[src/rtl/cq_pkg.sv]
package cq_pkg;

   localparam int CQ_DEPTH       = 8;
   localparam int WORD_W         = 32;
   localparam int IDX_W          = 3;
   localparam int CMD_FIFO_DEPTH = 2;
   localparam int RSP_FIFO_DEPTH = 2;

   typedef enum logic [1:0] {
      REQ_INSERT = 2'd0,
      REQ_REMOVE = 2'd1,
      REQ_DUMP   = 2'd2
   } cq_req_type;

   typedef enum logic [1:0] {
      STATUS_OK        = 2'd0,
      STATUS_OVERFLOW  = 2'd1,
      STATUS_UNDERFLOW = 2'd2,
      STATUS_EMPTY     = 2'd3
   } cq_status_type;

   typedef enum logic [1:0] {
      ST_IDLE,
      ST_REMOVE,
      ST_DUMP
   } cq_state_type;

   typedef struct packed {
      cq_req_type               op;
      logic signed [WORD_W-1:0] data;
   } cq_cmd_type;

   typedef struct packed {
      cq_status_type            status;
      logic signed [WORD_W-1:0] word;
      logic [IDX_W-1:0]         head_index;
      logic [IDX_W-1:0]         tail_index;
      logic                     last_result;
   } cq_rsp_type;

endpackage

[src/rtl/cq_fifo.sv]
module cq_fifo #(
   parameter int WIDTH = 8,
   parameter int DEPTH = 2
) (
   input  logic             clock,
   input  logic             reset,
   input  logic             wr_en,
   input  logic [WIDTH-1:0] wr_data,
   input  logic             rd_en,
   output logic [WIDTH-1:0] rd_data,
   output logic             full,
   output logic             empty
);

   localparam int PTR_W = $clog2(DEPTH);
   localparam int CNT_W = $clog2(DEPTH + 1);

   logic [WIDTH-1:0] mem_ff [DEPTH];
   logic [PTR_W-1:0] wr_ptr_ff, wr_ptr_in;
   logic [PTR_W-1:0] rd_ptr_ff, rd_ptr_in;
   logic [CNT_W-1:0] count_ff, count_in;
   logic             do_wr, do_rd;

   function automatic logic [PTR_W-1:0] advance(input logic [PTR_W-1:0] p);
      return (p == PTR_W'(DEPTH - 1)) ? '0 : p + 1'b1;
   endfunction

   assign full    = (count_ff == CNT_W'(DEPTH));
   assign empty   = (count_ff == '0);
   assign do_wr   = wr_en && !full;
   assign do_rd   = rd_en && !empty;
   assign rd_data = mem_ff[rd_ptr_ff];

   always_comb begin
      wr_ptr_in = do_wr ? advance(wr_ptr_ff) : wr_ptr_ff;
      rd_ptr_in = do_rd ? advance(rd_ptr_ff) : rd_ptr_ff;
      count_in  = count_ff;
      if (do_wr && !do_rd) begin
         count_in = count_ff + 1'b1;
      end else if (do_rd && !do_wr) begin
         count_in = count_ff - 1'b1;
      end
   end

   always_ff @(posedge clock) begin
      if (reset) begin
         wr_ptr_ff <= '0;
         rd_ptr_ff <= '0;
         count_ff  <= '0;
      end else begin
         wr_ptr_ff <= wr_ptr_in;
         rd_ptr_ff <= rd_ptr_in;
         count_ff  <= count_in;
      end
   end

   always_ff @(posedge clock) begin
      if (do_wr) begin
         mem_ff[wr_ptr_ff] <= wr_data;
      end
   end

endmodule

[src/rtl/cq_ram.sv]
module cq_ram #(
   parameter int WIDTH = 32,
   parameter int DEPTH = 8
) (
   input  logic                     clock,
   input  logic                     wr_en,
   input  logic [$clog2(DEPTH)-1:0] wr_addr,
   input  logic [WIDTH-1:0]         wr_data,
   input  logic                     rd_en,
   input  logic [$clog2(DEPTH)-1:0] rd_addr,
   output logic [WIDTH-1:0]         rd_data
);

   logic [WIDTH-1:0] mem_ff [DEPTH];
   logic [WIDTH-1:0] rd_data_ff;

   assign rd_data = rd_data_ff;

   always_ff @(posedge clock) begin
      if (wr_en) begin
         mem_ff[wr_addr] <= wr_data;
      end
      // hold read data between reads
      if (rd_en) begin
         rd_data_ff <= mem_ff[rd_addr];
      end
   end

endmodule

[src/rtl/cq_front.sv]
module cq_front (
   input  logic               clock,
   input  logic               reset,
   input  logic               push,
   output logic               full,
   input  logic [1:0]         req_type,
   input  logic signed [31:0] req_data_value,
   output cq_pkg::cq_cmd_type cmd,
   output logic               cmd_valid,
   input  logic               cmd_pop
);

   import cq_pkg::*;

   logic       keep;
   logic       cmd_empty;
   cq_cmd_type cmd_wr;

   // drop the unused request code here, the back end never sees it
   always_comb begin
      unique case (req_type) inside
         REQ_INSERT, REQ_REMOVE, REQ_DUMP: keep = 1'b1;
         default:                          keep = 1'b0;
      endcase
      cmd_wr.op   = cq_req_type'(req_type);
      cmd_wr.data = req_data_value;
   end

   cq_fifo #(
      .WIDTH ($bits(cq_cmd_type)),
      .DEPTH (CMD_FIFO_DEPTH)
   ) u_cmd_fifo (
      .clock   (clock),
      .reset   (reset),
      .wr_en   (push && keep),
      .wr_data (cmd_wr),
      .rd_en   (cmd_pop),
      .rd_data (cmd),
      .full    (full),
      .empty   (cmd_empty)
   );

   assign cmd_valid = !cmd_empty;

endmodule

[src/rtl/cq_back.sv]
module cq_back #(
   parameter int DEPTH = cq_pkg::CQ_DEPTH
) (
   input  logic               clock,
   input  logic               reset,
   input  cq_pkg::cq_cmd_type cmd,
   input  logic               cmd_valid,
   output logic               cmd_pop,
   output cq_pkg::cq_rsp_type rsp,
   output logic               rsp_push,
   input  logic               rsp_full
);

   import cq_pkg::*;

   localparam int PTR_W = $clog2(DEPTH);

   cq_state_type            state_ff, state_in;
   logic [PTR_W-1:0]        head_ff, head_in;
   logic [PTR_W-1:0]        tail_ff, tail_in;
   logic                    empty_ff, empty_in;
   logic [PTR_W-1:0]        dump_ptr_ff, dump_ptr_in;

   logic                    wr_en;
   logic [PTR_W-1:0]        wr_addr;
   logic                    rd_en;
   logic [PTR_W-1:0]        rd_addr;
   logic [WORD_W-1:0]       rd_data;
   logic                    q_full;

   function automatic logic [PTR_W-1:0] advance(input logic [PTR_W-1:0] p);
      return (p == PTR_W'(DEPTH - 1)) ? '0 : p + 1'b1;
   endfunction

   function automatic logic [IDX_W-1:0] to_idx(input logic [PTR_W-1:0] p);
      return IDX_W'({{IDX_W{1'b0}}, p});
   endfunction

   assign q_full = !empty_ff && (advance(tail_ff) == head_ff);

   cq_ram #(
      .WIDTH (WORD_W),
      .DEPTH (DEPTH)
   ) u_slots (
      .clock   (clock),
      .wr_en   (wr_en),
      .wr_addr (wr_addr),
      .wr_data (cmd.data),
      .rd_en   (rd_en),
      .rd_addr (rd_addr),
      .rd_data (rd_data)
   );

   always_comb begin
      state_in    = state_ff;
      head_in     = head_ff;
      tail_in     = tail_ff;
      empty_in    = empty_ff;
      dump_ptr_in = dump_ptr_ff;
      cmd_pop     = 1'b0;
      rsp_push    = 1'b0;
      wr_en       = 1'b0;
      wr_addr     = advance(tail_ff);
      rd_en       = 1'b0;
      rd_addr     = head_ff;

      unique case (state_ff)
         ST_IDLE: begin
            if (cmd_valid && !rsp_full) begin
               cmd_pop = 1'b1;
               case (cmd.op)
                  REQ_INSERT: begin
                     rsp_push = 1'b1;
                     if (!q_full) begin
                        wr_en = 1'b1;
                        if (empty_ff) begin
                           head_in  = '0;
                           tail_in  = '0;
                           empty_in = 1'b0;
                           wr_addr  = '0;
                        end else begin
                           tail_in = advance(tail_ff);
                        end
                     end
                  end
                  REQ_REMOVE: begin
                     if (empty_ff) begin
                        rsp_push = 1'b1;
                     end else begin
                        rd_en    = 1'b1;
                        state_in = ST_REMOVE;
                     end
                  end
                  REQ_DUMP: begin
                     if (empty_ff) begin
                        rsp_push = 1'b1;
                     end else begin
                        rd_en       = 1'b1;
                        dump_ptr_in = head_ff;
                        state_in    = ST_DUMP;
                     end
                  end
                  default: ;
               endcase
            end
         end
         ST_REMOVE: begin
            if (!rsp_full) begin
               rsp_push = 1'b1;
               state_in = ST_IDLE;
               if (head_ff == tail_ff) begin
                  head_in  = '0;
                  tail_in  = '0;
                  empty_in = 1'b1;
               end else begin
                  head_in = advance(head_ff);
               end
            end
         end
         ST_DUMP: begin
            if (!rsp_full) begin
               rsp_push = 1'b1;
               if (dump_ptr_ff == tail_ff) begin
                  state_in = ST_IDLE;
               end else begin
                  // fetch the next entry only once this beat is taken
                  rd_en       = 1'b1;
                  rd_addr     = advance(dump_ptr_ff);
                  dump_ptr_in = advance(dump_ptr_ff);
               end
            end
         end
         default: state_in = ST_IDLE;
      endcase
   end

   // result fields
   always_comb begin
      rsp.status      = STATUS_OK;
      rsp.word        = '0;
      rsp.head_index  = to_idx(head_in);
      rsp.tail_index  = to_idx(tail_in);
      rsp.last_result = 1'b1;
      unique case (state_ff)
         ST_IDLE: begin
            case (cmd.op)
               REQ_INSERT: rsp.status = q_full   ? STATUS_OVERFLOW  : STATUS_OK;
               REQ_REMOVE: rsp.status = STATUS_UNDERFLOW;
               REQ_DUMP:   rsp.status = STATUS_EMPTY;
               default:    rsp.status = STATUS_OK;
            endcase
         end
         ST_REMOVE: begin
            rsp.word = rd_data;
         end
         ST_DUMP: begin
            rsp.word        = rd_data;
            rsp.last_result = (dump_ptr_ff == tail_ff);
         end
         default: ;
      endcase
   end

   always_ff @(posedge clock) begin
      if (reset) begin
         state_ff    <= ST_IDLE;
         head_ff     <= '0;
         tail_ff     <= '0;
         empty_ff    <= 1'b1;
         dump_ptr_ff <= '0;
      end else begin
         state_ff    <= state_in;
         head_ff     <= head_in;
         tail_ff     <= tail_in;
         empty_ff    <= empty_in;
         dump_ptr_ff <= dump_ptr_in;
      end
   end

endmodule

[src/rtl/circular_queue_with_dump_core.sv]
// Circular queue of DEPTH signed 32-bit words with insert, remove and dump
// requests. Requests enter a two-beat command queue and are carried out by a
// sequencer that owns the head/tail pointers and a storage RAM with a
// single registered read port; results leave through a two-beat result queue,
// so either side may stall without blocking the other. Insert is answered
// when taken; remove and dump read the RAM, then return the word or the entries
// in order, one entry a cycle while the result queue has room. Request code
// 3 is taken and dropped without a result. Indices reported are the low three
// bits of the pointers and read zero while the queue is empty.
module circular_queue_with_dump_core #(
   parameter int DEPTH = cq_pkg::CQ_DEPTH
) (
   input  logic               clock,
   input  logic               reset,
   input  logic               push,
   output logic               full,
   input  logic [1:0]         req_type,
   input  logic signed [31:0] req_data_value,
   output logic               empty,
   input  logic               pop,
   output logic [1:0]         rsp_status,
   output logic signed [31:0] rsp_word_out,
   output logic [2:0]         rsp_head_index,
   output logic [2:0]         rsp_tail_index,
   output logic               rsp_last_result
);

   import cq_pkg::*;

   cq_cmd_type cmd;
   logic       cmd_valid;
   logic       cmd_pop;
   cq_rsp_type rsp_wr;
   cq_rsp_type rsp_rd;
   logic       rsp_push;
   logic       rsp_full;

   cq_front u_front (
      .clock          (clock),
      .reset          (reset),
      .push           (push),
      .full           (full),
      .req_type       (req_type),
      .req_data_value (req_data_value),
      .cmd            (cmd),
      .cmd_valid      (cmd_valid),
      .cmd_pop        (cmd_pop)
   );

   cq_back #(
      .DEPTH (DEPTH)
   ) u_back (
      .clock     (clock),
      .reset     (reset),
      .cmd       (cmd),
      .cmd_valid (cmd_valid),
      .cmd_pop   (cmd_pop),
      .rsp       (rsp_wr),
      .rsp_push  (rsp_push),
      .rsp_full  (rsp_full)
   );

   cq_fifo #(
      .WIDTH ($bits(cq_rsp_type)),
      .DEPTH (RSP_FIFO_DEPTH)
   ) u_rsp_fifo (
      .clock   (clock),
      .reset   (reset),
      .wr_en   (rsp_push),
      .wr_data (rsp_wr),
      .rd_en   (pop),
      .rd_data (rsp_rd),
      .full    (rsp_full),
      .empty   (empty)
   );

   assign rsp_status      = rsp_rd.status;
   assign rsp_word_out    = rsp_rd.word;
   assign rsp_head_index  = rsp_rd.head_index;
   assign rsp_tail_index  = rsp_rd.tail_index;
   assign rsp_last_result = rsp_rd.last_result;

endmodule

[config.mk]
export PLATFORM = sky130hd
export DESIGN_NAME = circular_queue_with_dump_core
export DESIGN_NICKNAME = d
export VERILOG_FILES = /design/src/rtl/cq_pkg.sv /design/src/rtl/cq_fifo.sv /design/src/rtl/cq_ram.sv /design/src/rtl/cq_front.sv /design/src/rtl/cq_back.sv /design/src/rtl/circular_queue_with_dump_core.sv
export SDC_FILE = /design/constraint.sdc
export NUM_CORES = 1
export LEC_CHECK = 0
export ABC_AREA = 1
export BUFFER_PORTS_ARGS = -buffer_cell sky130_fd_sc_hd__buf_2
export CAP_MARGIN = 20
export CORE_UTILIZATION = 56
export CTS_BUF_LIST = sky130_fd_sc_hd__clkbuf_16
export DETAILED_ROUTE_END_ITERATION = 12
export HOLD_SLACK_MARGIN = 0.12
export PLACE_DENSITY = 0.88
export SYNTH_ARGS = -nofsm -noshare
export SYNTH_HDL_FRONTEND = slang
export SYNTH_HIERARCHICAL = 1
export SYNTH_SLANG_ARGS = --single-unit
[constraint.sdc]
create_clock -name clock -period 4 [get_ports clock]
set_input_delay 0.8 -clock clock [delete_from_list [all_inputs] [get_ports clock]]
set_output_delay 0.8 -clock clock [all_outputs]
set_load 0.02 [all_outputs]
==> metrics.md <==
| Metric | Value |
|---|---|
| Reg2reg start | u_back/state_ff[0]$_SDFFE_PP0P_ |
| Largest net degree at the start of global routing | about 130 |
| Fmax | between 300 and 400 MHz |
| Initial antenna violation count | 0 |
| # clock sinks | 460 |
| H-tree levels | 2 |
| Mapped Cells | 1,717 |
| Vias in the first global route | roughly 13,000 |
| Drc violations | 0 |
| CP max stage cell | buf_4 |
| Grt total ovfl | 0 |
| Area after DPL | approximately 21,000 um2 |
| Critical Path Source Type | register |
| DIE AREA | approximately 36,000 um2 |
| Worst Hold Class | primary input to register |
| Final RePlAce weighted congestion | between 0.8 and 0.9 |
| Ant. Diodes | 0 |
| # rows | just under 70 |
| Routed vias/inst | ~5.4 |
| Antenna Violating Nets Remaining | 0 |
| CTS Root Cell | clkbuf_16 |
| Cts repair resizes | 0 |
| CP Max Fanout | 41 |
| Die height | around 190 um |
| Cell taking the most area after synthesis | edfxtp_1 |
| Final Instance Count excl. Fillers | roughly 2,300 |
| Hold_sp | req_data_value[11] |
| Tcrit/Tclk final | 0.778 |
| Fin. Hold Viols | 0 |
| Synth warn | 6 |
| Synth Register Bits | 460 |
| Worst Setup End Kind | register |
| Largest stage delay, worst path | approximately 0.46 ns |
| Lkg Pwr | around 9.6 nW |
| Gr usage total | 0.227 |
| Area added between synthesis and finish | 10.6% |
| CP Data Required Time | between 4 and 5 ns |
| Pwr/cell area | about 620 nW/um2 |
| Placed cell count | 2,209 |
| I/O Buffers | 80 |
| RSZ-0062 raised after global routing | no |
| Initial cell density of the core | 0.574 |
| Outcome | finished clean |
| Worst-Margin Slew | 0.860 ns |
| I/O pins | just over 80 |
| # fillers | between 2,000 and 2,500 |
| R2R setup slack | 0.89 ns |
| Share of layout cells above drive strength 1 | 0.162 |
| Fin. max-slew vios | 0 |
| Setup violators final | 0 |
| Min setup slack post-route | about 0.89 ns |
| TritonRoute pass-1 iters | 9 |
| Yosys top cell area share | 0.658 |
| # Post-CTS Setup Buffers | 0 |
| Peak supply drop | between 400 and 500 uV |
| Worst slack, placed | 1.02 ns |
| Area contributors post-synth | edfxtp_1 66%, nand2_1 9.4%, inv_1 6.2% |
| HPWL after DPL | 23,600 um |
| Crit-path cells | inv_1 > ha_1 > nand3_1 > nor2_1 > a21oi_4 > inv_2 > buf_4 > nand2_1 > nand3_1 > nand2_1 > nand2_1 > nand2_1 |
| Routed wire per std cell | between 15 and 20 um |
| Most common cell on crit path | nand2_1 |
| Via count | 12,300 |
| Relative slew slack | 0.427 |
| Mean post-synth cell area | 11.6 um2 |
| Kind of critical path | register to register |
| Post-synthesis cell area | ~20,000 um2 |
| Max_cap viols | 0 |
| Worst clock skew | 0.0194 ns |
| Final Instance Area | ~22,000 um2 |
| Core area | 34,800 um2 |
| Crit path from | u_back/state_ff[0]$_SDFFE_PP0P_ |
| DIE WIDTH | around 190 um |
| Clk Latency, worst-skew pair | about 0.57 ns |
| Nets | roughly 1,900 |
| Pwr Total | around 0.014 W |
| Syn Nets | 1,771 |
| TritonCTS Buffers | between 40 and 50 |
| First-pass GRT wire length | approximately 64,000 um |
| Cts-stage hold buffer count | 0 |
| Seq/Total Area, Yosys | 0.680 |
| Yosys cell types | 34 |
| CTS tree | done |
| Arrival time at the worst endpoint | about 3.4 ns |
| CTS clk-pin slew, worst paths | approximately 0.07 ns |
| Period minus WS final | around 3.1 ns |
| Clock buffer depth | 3 |
| Final wirelength | between 40,000 and 50,000 um |
| DRT iter0 DRCs | 1,249 |
| Setup TNS Final | 0 ns |
routing by layer:
metal  up-vias  track usage  part of all wire
met5         -            0                 0
met4         0        0.108             0.037
met3       139       0.0297             0.084
met2       674        0.398              0.51
met1      5764        0.277              0.37
li1       5702            -                 -
registers in the layout, summed over array words and instances, names as in the netlist, 2 cells and up, named ones only:
signal / count
u_back/u_slots/mem_ff: 256
u_rsp_fifo/mem_ff: 82
u_front/u_cmd_fifo/mem_ff: 68
u_back/u_slots/rd_data: 32
u_back/dump_ptr_ff: 3
u_back/head_ff: 3
u_back/tail_ff: 3
u_back/state_ff: 2
u_front/u_cmd_fifo/count_ff: 2
u_rsp_fifo/count_ff: 2
critical path: cells and delay by family, from the launching register on:
family | cells | cell delay [ns]
adders and majority gates | 1 | 0.36
DFF | 1 | 0.34
buffers and inverters | 3 | 0.86
and+or+nand+nor | 7 | 1.23
AOI/OAI and AO/OA | 1 | 0.07
final timing paths:
| path | end | cells after the start |
|---|---|---|
| worst max-delay path | u_back/u_slots/rd_data[19]$_DFFE_PP_ | 12 |
| worst min-delay path | u_front/u_cmd_fifo/mem_ff[1][11]$_DFFE_PP_ | 1 |
| worst max register to register | u_back/u_slots/rd_data[19]$_DFFE_PP_ | 12 |
| worst min register to register | u_rsp_fifo/mem_ff[1][17]$_DFFE_PP_ | 2 |
where the power goes:
| group | switching (W) | internal (W) | total, W | leakage, nW |
|---|---|---|---|---|
| combinational | 0.00223 | 0.00122 | 0.00345 | 4.71 |
| clock | 0.00172 | 0.00210 | 0.00382 | 0.676 |
| sequential | 0.000226 | 0.00631 | 0.00653 | 4.16 |
through the flow:
step	hold WS, ns	utilization
floorplan	0.475	-
global placement	0.506	0.596
detailed placement	0.515	0.596
CTS	0.402	0.634
global route	0.409	0.635
finish	0.423	0.635
Yosys cell counts, drive strengths merged:
cell type      instances
xnor2                  7
dfxtp                 22
edfxtp               438
nand3                148
a21oi                 18
inv                  339
clkdlybuf4s25          1
and2                   2
buf                   53
o21ai                 23
nand2                507
o31ai                  1
clkbuf                11
ha                    16
mux2                  75
nor3                   2
nand4                  5
nor2                  49
placed cells by master, fill, tap and decap left out, types with 11 or more instances in the layout:
cell type / count
edfxtp_1: 438
clkbuf_16: 43
nor2_1: 34
clkinv_1: 11
nand3_1: 139
buf_2: 80
o21ai_0: 14
inv_1: 339
nand2_1: 498
dfxtp_1: 20
mux2_4: 70
ha_1: 16
a21oi_1: 11
buf_4: 19
kinds of logic after synthesis:
kind of cell / count (synthesis) / share of synthesized area
DFF: 460 / 0.680
buffers and inverters: 404 / 0.0898
AOI/OAI and AO/OA: 42 / 0.0125
muxes: 75 / 0.0554
adders and majority gates: 16 / 0.0100
and+or+nand+nor: 713 / 0.149
xor gates and xnor gates: 7 / 0.00344
cell type report:
class                   instances  area, um2  area share
repair buffers                104        643      0.0291
multi-input cells             853       4690       0.212
well taps                     455        569      0.0258
inverters                     339       1270      0.0576
clock inverters                36        253      0.0114
flip-flops and latches        460      13600       0.615
clock buffers                  43       1080      0.0487
(Power assumes the default switching activity.)
